`src/hw/rtl/anisotropic_diffusion_cell_update_assert.svh`:
```
// Assertion macros for the cell update block; clk and arst_n are taken from the
// module that uses them.
`ifndef ANISOTROPIC_DIFFUSION_CELL_UPDATE_ASSERT_SVH
`define ANISOTROPIC_DIFFUSION_CELL_UPDATE_ASSERT_SVH

// same-cycle implication
`define ADCU_ASSERT_IMP(label, ante, cons, msg) \
	label: assert property (@(posedge clk) disable iff (!arst_n) (ante) |-> (cons)) \
		else $error(msg);

// next-cycle implication
`define ADCU_ASSERT_NXT(label, ante, cons, msg) \
	label: assert property (@(posedge clk) disable iff (!arst_n) (ante) |=> (cons)) \
		else $error(msg);

`endif

```
`src/hw/rtl/adcu_pkg.sv`:
```
`default_nettype none

package adcu_pkg;

	localparam int VALUE_W   = 32;
	localparam int FRAC_BITS = 16;
	localparam int MAG_W     = VALUE_W + 2;
	localparam int RATIO_W   = 25;
	localparam int SQ_W      = 33;
	localparam int COND_W    = 17;
	localparam int PROD_W    = MAG_W + COND_W;
	localparam int EXP_BITS  = 21;

	localparam logic [30:0]        SQRT2_Q30 = 31'd1518500250;
	localparam logic [RATIO_W-1:0] RATIO_CAP = 25'd16777216;
	localparam logic [COND_W-1:0]  COND_ONE  = 17'd65536;

	localparam logic [1:0] MODE_EXP   = 2'd0;
	localparam logic [1:0] MODE_QUAD  = 2'd1;
	localparam logic [1:0] MODE_TUKEY = 2'd2;
	localparam logic [1:0] MODE_NONE  = 2'd3;

	localparam int LANE_LAT  = 53;
	localparam int MERGE_LAT = 8;
	localparam int LANES     = 8;

	// exp(-2^k) in Q0.32, k = -16 .. 4
	localparam logic [31:0] EXP_NEG_POW2 [EXP_BITS] = '{
		32'd4294901761, 32'd4294836226, 32'd4294705160, 32'd4294443040, 32'd4293918848,
		32'd4292870656, 32'd4290775039, 32'd4286586875, 32'd4278222805, 32'd4261543595,
		32'd4228380000, 32'd4162825044, 32'd4034748382, 32'd3790295335, 32'd3344923893,
		32'd2605029347, 32'd1580030169, 32'd581260615,  32'd78665070,   32'd1440801,
		32'd483
	};

	typedef struct packed {
		logic signed [VALUE_W-1:0] centre_value;
		logic signed [VALUE_W-1:0] north_value;
		logic signed [VALUE_W-1:0] east_value;
		logic signed [VALUE_W-1:0] south_value;
		logic signed [VALUE_W-1:0] west_value;
		logic signed [VALUE_W-1:0] northwest_value;
		logic signed [VALUE_W-1:0] northeast_value;
		logic signed [VALUE_W-1:0] southeast_value;
		logic signed [VALUE_W-1:0] southwest_value;
	} in_item_t;

	typedef struct packed {
		logic signed [VALUE_W-1:0] smoothed_value;
		logic                      saturated_flag;
	} out_item_t;

	typedef struct packed {
		logic [1:0]       mode;
		logic [31:0]      k;
		logic [MAG_W-1:0] s_thresh;
	} lane_cfg_t;

	typedef struct packed {
		logic [PROD_W-1:0] prod;
		logic              neg;
		logic              over;
	} lane_out_t;

endpackage

`default_nettype wire

```
`src/hw/rtl/adcu_merge.sv`:
```
`default_nettype none

// Sum the lanes, scale by the rate, add to the centre and saturate.
module adcu_merge (
	input  wire logic                                clk,
	input  wire logic                                en,
	input  wire logic [1:0]                          mode,
	input  wire logic [15:0]                         rate,
	input  wire adcu_pkg::lane_out_t                 lanes [adcu_pkg::LANES],
	input  wire logic signed [adcu_pkg::VALUE_W-1:0] centre,
	output adcu_pkg::out_item_t                      result
);

	localparam int VW   = adcu_pkg::VALUE_W;
	localparam int T_W  = adcu_pkg::PROD_W + 1;
	localparam int S1_W = T_W + 1;
	localparam int S2_W = T_W + 2;
	localparam int S3_W = T_W + 3;
	localparam int M1_W = S3_W - 16;
	localparam int P_W  = M1_W + 16;
	localparam int D_W  = M1_W + 1;
	localparam int R_W  = D_W + 1;
	localparam logic signed [R_W-1:0] VMAX = R_W'({1'b0, {(VW-1){1'b1}}});
	localparam logic signed [R_W-1:0] VMIN = -VMAX - R_W'(1);

	logic                   any_over;
	logic                   kill;
	logic signed [T_W-1:0]  term   [adcu_pkg::LANES];
	logic signed [S1_W-1:0] sum_s1 [4];
	logic signed [S2_W-1:0] sum_s2 [2];
	logic signed [S3_W-1:0] sum_s3;
	logic [S3_W-1:0]        abs_s4;
	logic [M1_W-1:0]        mag_s5;
	logic [P_W-1:0]         p_s6;
	logic [M1_W-1:0]        mag2;
	logic signed [D_W-1:0]  delta_s7;
	logic                   sign_s4, sign_s5, sign_s6;
	logic signed [VW-1:0]   centre_s [7];
	logic signed [R_W-1:0]  res;
	adcu_pkg::out_item_t    res_s8;

	always_comb begin
		any_over = 1'b0;
		for (int i = 0; i < adcu_pkg::LANES; i++) any_over = any_over | lanes[i].over;
	end

	// Tukey drops every conductance once any gradient is past the limit; mode none drops them always
	assign kill = (mode == adcu_pkg::MODE_NONE) || ((mode == adcu_pkg::MODE_TUKEY) && any_over);

	always_comb begin
		for (int i = 0; i < adcu_pkg::LANES; i++) begin
			if (kill) begin
				term[i] = '0;
			end else if (lanes[i].neg) begin
				term[i] = -$signed(T_W'(lanes[i].prod));
			end else begin
				term[i] = $signed(T_W'(lanes[i].prod));
			end
		end
	end

	always_ff @(posedge clk) begin
		if (en) begin
			for (int j = 0; j < 4; j++) sum_s1[j] <= S1_W'(term[2*j]) + S1_W'(term[2*j+1]);
			for (int j = 0; j < 2; j++) sum_s2[j] <= S2_W'(sum_s1[2*j]) + S2_W'(sum_s1[2*j+1]);
			sum_s3   <= S3_W'(sum_s2[0]) + S3_W'(sum_s2[1]);
			sign_s4  <= sum_s3[S3_W-1];
			abs_s4   <= sum_s3[S3_W-1] ? $unsigned(-sum_s3) : $unsigned(sum_s3);
			sign_s5  <= sign_s4;
			mag_s5   <= M1_W'((abs_s4 + S3_W'(32768)) >> 16);
			sign_s6  <= sign_s5;
			p_s6     <= P_W'(mag_s5) * P_W'(rate);
			delta_s7 <= sign_s6 ? -$signed({1'b0, mag2}) : $signed({1'b0, mag2});
			centre_s[0] <= centre;
			for (int i = 1; i < 7; i++) centre_s[i] <= centre_s[i-1];
		end
	end

	assign mag2 = M1_W'((p_s6 + P_W'(32768)) >> 16);
	assign res  = R_W'(centre_s[6]) + R_W'(delta_s7);

	always_ff @(posedge clk) begin
		if (en) begin
			if (res > VMAX) begin
				res_s8.smoothed_value <= VW'(VMAX);
				res_s8.saturated_flag <= 1'b1;
			end else if (res < VMIN) begin
				res_s8.smoothed_value <= VW'(VMIN);
				res_s8.saturated_flag <= 1'b1;
			end else begin
				res_s8.smoothed_value <= VW'(res);
				res_s8.saturated_flag <= 1'b0;
			end
		end
	end

	assign result = res_s8;

endmodule

`default_nettype wire

```
`config.mk`:
```
export PLATFORM = sky130hd
export DESIGN_NAME = adcu_merge
export DESIGN_NICKNAME = d
export VERILOG_FILES = /design/src/hw/rtl/anisotropic_diffusion_cell_update_assert.svh /design/src/hw/rtl/adcu_pkg.sv /design/src/hw/rtl/adcu_merge.sv
export SDC_FILE = /design/constraint.sdc
export NUM_CORES = 2
export LEC_CHECK = 0
export ABC_AREA = 1
export ABC_CLOCK_PERIOD_IN_PS = 8500
export BUFFER_PORTS_ARGS = -buffer_cell sky130_fd_sc_hd__buf_4
export CORE_MARGIN = 2
export CORE_UTILIZATION = 40
export DETAILED_ROUTE_END_ITERATION = 10
export HOLD_SLACK_MARGIN = 0.05
export PLACE_DENSITY_LB_ADDON = 0.2
export SYNTH_ARGS = -nofsm -noshare
export SYNTH_HDL_FRONTEND = slang
export SYNTH_SLANG_ARGS = --single-unit
```
`constraint.sdc`:
```
create_clock -name clk -period 8.5 [get_ports clk]
set_input_delay 0.425 -clock clk [delete_from_list [all_inputs] [get_ports clk]]
set_output_delay 0.425 -clock clk [all_outputs]
set_load 0.01 [all_outputs]
```
# Word-level counts from Yosys, hierarchy flattened

Memory sizes are Yosys's and may differ from the RTL's.
Cells that the tools add are included.

Register bits: 280
Bits in writable memories: 544
Bits of input ports: 476
Output and inout bits: 33
Logic and storage cells: 70
Memories kept: 3

Add/subtract/negate cells: 20
$mul: 1
$lt $le $gt $ge: 2
Equality and inequality tests: 2
Multiplexer cells: 21
Bitwise logic cells: 7
Reduce and logical (&&, ||, !) cells: 2

Memories:

| name     | depth | bits a word | rd ports | clocked after memory_dff | write ports | RTL line         | text |
|---|---|---|---|---|---|---|---|
| centre_s | 7     | 32          | 7        | 0                        | 7           | adcu_merge.sv:38 | `logic signed [VW-1:0] centre_s [7];` |
| sum_s1   | 4     | 53          | 4        | 0                        | 4           | adcu_merge.sv:29 | `logic signed [S1_W-1:0] sum_s1 [4];` |
| sum_s2   | 2     | 54          | 2        | 0                        | 2           | adcu_merge.sv:30 | `logic signed [S2_W-1:0] sum_s2 [2];` |

Operators by type and width:

| kind                     | count |
|---|---|
| $mux W52                 | 16 |
| $neg A51 Y52             | 8 |
| $add A52 B52 Y53         | 4 |
| $add A55 B16 Y55 const B | 2 |
| $add A53 B53 Y54         | 2 |
| $add A54 B54 Y55         | 1 |
| $mul A39 B16 Y55         | 1 |
| $neg A55 Y55             | 1 |
| $mux W54                 | 1 |
| $add A32 B40 Y41         | 1 |
| $gt A41 B32 Y1 const B   | 1 |
| $lt A41 B32 Y1 const B   | 1 |
| $neg A39 Y40             | 1 |
| $mux W39                 | 1 |
| $mux W33                 | 1 |
| $or A1 B1 Y1             | 7 |
| $eq A2 B2 Y1 const B     | 2 |
| $mux W1                  | 2 |
| $logic_and A1 B1 Y1      | 1 |
| $logic_or A1 B1 Y1       | 1 |

# Longest topological paths before layout

Depth after elaboration: 11
Mapped depth: 32

# Worst setup path before layout

Ideal clock, no wire load.

Kind: input to register
Start: input rate[15]
End: register p_s6[51], data pin
Data arrival time: 5.762 ns
Path slack: 2.486 ns
Stages: 24
Cells stage by stage: clkbuf_1 clkbuf_1 nand2_1 fa_1 inv_1 fa_1 inv_1 fa_1 inv_1 fa_1 inv_1 fa_1 fa_1 inv_1 ha_1 nand2_1 nor2_1 inv_1 nor2_1 inv_1 nor4_1 nand4_1 nand3_1 nand2_1

Word-level cells in the longest chain between the ends: 1

Ends and longest elaborated chain:

| element              | RTL line         | text |
|---|---|---|
| start, declared      | adcu_merge.sv:8  | `input wire logic [15:0] rate,` |
| $mul A39 B16 Y55     | adcu_merge.sv:72 | `p_s6 <= P_W'(mag_s5) * P_W'(rate);` |
| end signal, assigned | adcu_merge.sv:72 |  |
| end, declared        | adcu_merge.sv:34 | `logic [P_W-1:0] p_s6;` |

No other way between the ends.
A chain may end at the register's enable or synchronous reset.

# Final worst setup path

Start: register mag_s5[16]
End: register p_s6[35], data pin

Word-level cells in the longest chain between the ends: 1

Ends and longest elaborated chain:

| element                | RTL line         | text |
|---|---|---|
| start, declared        | adcu_merge.sv:33 | `logic [M1_W-1:0] mag_s5;` |
| start signal, assigned | adcu_merge.sv:70 | `mag_s5 <= M1_W'((abs_s4 + S3_W'(32768)) >> 16);` |
| $mul A39 B16 Y55       | adcu_merge.sv:72 |  |

No other way between the ends.

==> impl_metrics.env <==
export IMPL_crit_fanout=16
export IMPL_hold_path_class="primary input to flip-flop"
export IMPL_dr_pass1_iters=8
export IMPL_die_area_um2=220000
export IMPL_cp_slowest_stage_delay_ns=0.99
export IMPL_r2r_setup_slack_ns=1.55
export IMPL_finalCritPeriodShare_pct=81.8
export IMPL_ys_warn_count=0
export IMPL_rows=170
export IMPL_nets=13600
export IMPL_route_detailed_drc=0
export IMPL_hold_viol=0
export IMPL_synth_edff_count=794
export IMPL_crit_top_cell="inv_1"
export IMPL_initial_utilization_pct=40.3
export IMPL_synthCells=11700
export IMPL_crit_slowest_cell="edfxtp_1"
export IMPL_arrival_ns=7.46
export IMPL_via_count=79300
export IMPL_numCtsBuffers=89
export IMPL_dpl_hpwl_um=242000
export IMPL_antenna_left=0
export IMPL_crit_chain="nand2_1 -> fa_1 -> inv_1 -> fa_1 -> inv_1 -> fa_1 -> fa_1 -> inv_1 -> fa_1 -> inv_1 -> fa_1 -> inv_1 -> ha_1 -> nand2_1 -> nor2_1 -> inv_1 -> nor2_1 -> inv_1 -> nor4_1 -> nand2_1 -> nand3_1 -> a21oi_1 -> xnor2_1"
export IMPL_clk_pin_slew_ns=0.07
export IMPL_worstMarginPinSlew_ns=1.28
export IMPL_status="completed"
export IMPL_async_reset_ff_share_pct=0
export IMPL_synth_seq_area_share_pct=27.6
export IMPL_drtIter0Drc=6327
export IMPL_cp_required_ns=9.01
export IMPL_ys_flop_type="edfxtp_1"
export IMPL_endpoint_kind="flip-flop"
export IMPL_critical_path_buf_inv_count=7
export IMPL_grt_overflow=0
export IMPL_htree_levels=3
export IMPL_die_h_um=469
export IMPL_clockBufferDepth=3
export IMPL_antenna_found_initial=10
export IMPL_worst_skew_pair_late_latency_ns=0.76
export IMPL_finalSetupViolCount=0
export IMPL_wire_per_inst_um=19.4
export IMPL_critPathLaunchType="flip-flop"
export IMPL_ys_seq_elements=794
export IMPL_routed_wirelength_um=292000
export IMPL_layout_min_cycle_time_ns=6.95
export IMPL_cts_tree="yes"
export IMPL_gp_congestion=0.959
export IMPL_cap_violations=0
export IMPL_grt_setup_unrepaired="false"
export IMPL_core_area_um2=215000
export IMPL_max_freq_ghz=0.144
export IMPL_grt_max_degree=137
export IMPL_die_w_um=469
export IMPL_layout_commonest_cell="nand2_1"
export IMPL_grt_pass1_vias=77700
export IMPL_finClkSkew_ns=0.0859
export IMPL_grt_pass1_wl_um=447000
export IMPL_synth_avg_cell_area_um2=7.38
export IMPL_final_cell_mix="nand2_1 (2,564), inv_1 (2,062), nor2_1 (1,301)"
export IMPL_synth_area_um2=86400
export IMPL_critPathTopFamily="adder cells"
export IMPL_final_setup_tns_ns=0
export IMPL_root_buffer="clkbuf_16"
export IMPL_slew_violations=0
export IMPL_io_pins=509
export IMPL_syn_num_nets=13300
export IMPL_relSlewSlack_pct=14.0
export IMPL_drive_gt1_share_pct=6.35
export IMPL_grt_usage_pct=26.2
export IMPL_syn_to_final_growth_pct=11.5
export IMPL_critPathKind="flip-flop to flip-flop"
export IMPL_synthDistinctLibCells=66
export IMPL_clkSinkCount=794
export IMPL_io_buffers=508
export IMPL_viasPerCell=5.28
cells by family (layout without fill, tap and decap cells):
group | count (synthesis) | in the layout | synth area share, %
other | 0 | 6 | 0
XOR/XNOR | 529 | 529 | 5.39
flip-flops | 794 | 794 | 27.6
AND/OR/NAND/NOR | 4987 | 4987 | 24.1
adder cells (fa/ha/maj) | 1066 | 1066 | 20.0
AO/OA/AOI/OAI | 2009 | 2009 | 12.7
buffers and inverters | 2327 | 2791 | 10.2
cells in the mapped netlist (11+ instances only):
master / count / area share (%)
nand2_1: 2565 / 11
inv_1: 2063 / 9.0
nor2_1: 1301 / 5.7
a21oi_1: 936 / 5.4
edfxtp_1: 794 / 28
o21ai_0: 628 / 3.6
ha_1: 543 / 7.9
fa_1: 523 / 12
nand3_1: 416 / 2.4
xor2_1: 355 / 3.6
nor3_1: 295 / 1.7
clkbuf_1: 226 / 0.98
xnor2_1: 172 / 1.7
nor4_1: 118 / 0.85
a31oi_1: 112 / 0.81
nand4_1: 103 / 0.75
o21bai_1: 70 / 0.61
a21o_1: 68 / 0.59
o21a_1: 48 / 0.42
and3_1: 46 / 0.33
o21ai_1: 42 / 0.24
nor2_2: 29 / 0.21
buf_1: 19 / 0.083
nor3b_1: 19 / 0.17
o31ai_1: 18 / 0.16
nand2_2: 16 / 0.12
o211ai_1: 16 / 0.14
a21boi_0: 15 / 0.13
a211oi_1: 13 / 0.11
nor2_4: 13 / 0.17
nor3_2: 12 / 0.14
or2_2: 12 / 0.087
a221oi_1: 11 / 0.11
final timing paths:
kind,startpoint,depth (start not counted),end
hold reg to reg,centre_s[4][6],0,centre_s[5][6]
setup / recovery,mag_s5[16],23,p_s6[35]
hold / removal,en,1,centre_s[5][2]
setup reg to reg,mag_s5[16],23,p_s6[35]
routing by layer:
layer | track usage [%] | up-vias | routed length (um)
met3 | 2.55 | 395 | 16300
met1 | 35.7 | 37400 | 130000
met5 | 0 | - | 0
met2 | 43.2 | 2604 | 135000
li1 | - | 38900 | -
met4 | 9.02 | 0 | 10400
repair_timing:
item / in CTS / in global routing
setup buffers: 0 / 0
endpoints found under the hold margin: 32 / 0
gates resized for setup: 0 / 0
hold buffers: 32 / 0
state kept, by name, indices dropped and copies added, names as in the netlist:
name,cells
centre_s,224
sum_s1,212
sum_s2,108
sum_s3,55
abs_s4,40
delta_s7,40
p_s6,40
mag_s5,39
result,33
sign_s4,1
sign_s5,1
sign_s6,1
final cells by class:
class | instances | area [um^2]
clock buffer | 106 | 2290
sequential | 794 | 23800
tap | 2838 | 3550
antenna | 6 | 15.0
inverter | 2070 | 7770
multi-input combinational | 8591 | 53800
clock inverter | 57 | 788
timing repair buffer | 558 | 4310
fill | 22000 | 118000
per-stage QoR:
| step | setup slack (ns) | area [um^2] | cells | utilization [%] | hold WS (ns) |
|---|---|---|---|---|---|
| final | 1.55 | 96400 | 15000 | 44.9 | 0.205 |
| after global routing | 1.30 | 96400 | 15000 | 44.9 | 0.219 |
| after CTS | 1.64 | 96400 | 15000 | 44.9 | 0.165 |
| after detailed placement | 1.63 | 93000 | 14800 | 43.3 | 0.405 |
| after global placement | 1.71 | 93000 | 14800 | 43.3 | 0.402 |
| after floorplan | 2.49 | 86400 | 11700 | - | 0.400 |
Power is not shown: default switching activity piles up to over one toggle a cycle in this logic, so the estimate is an artifact.
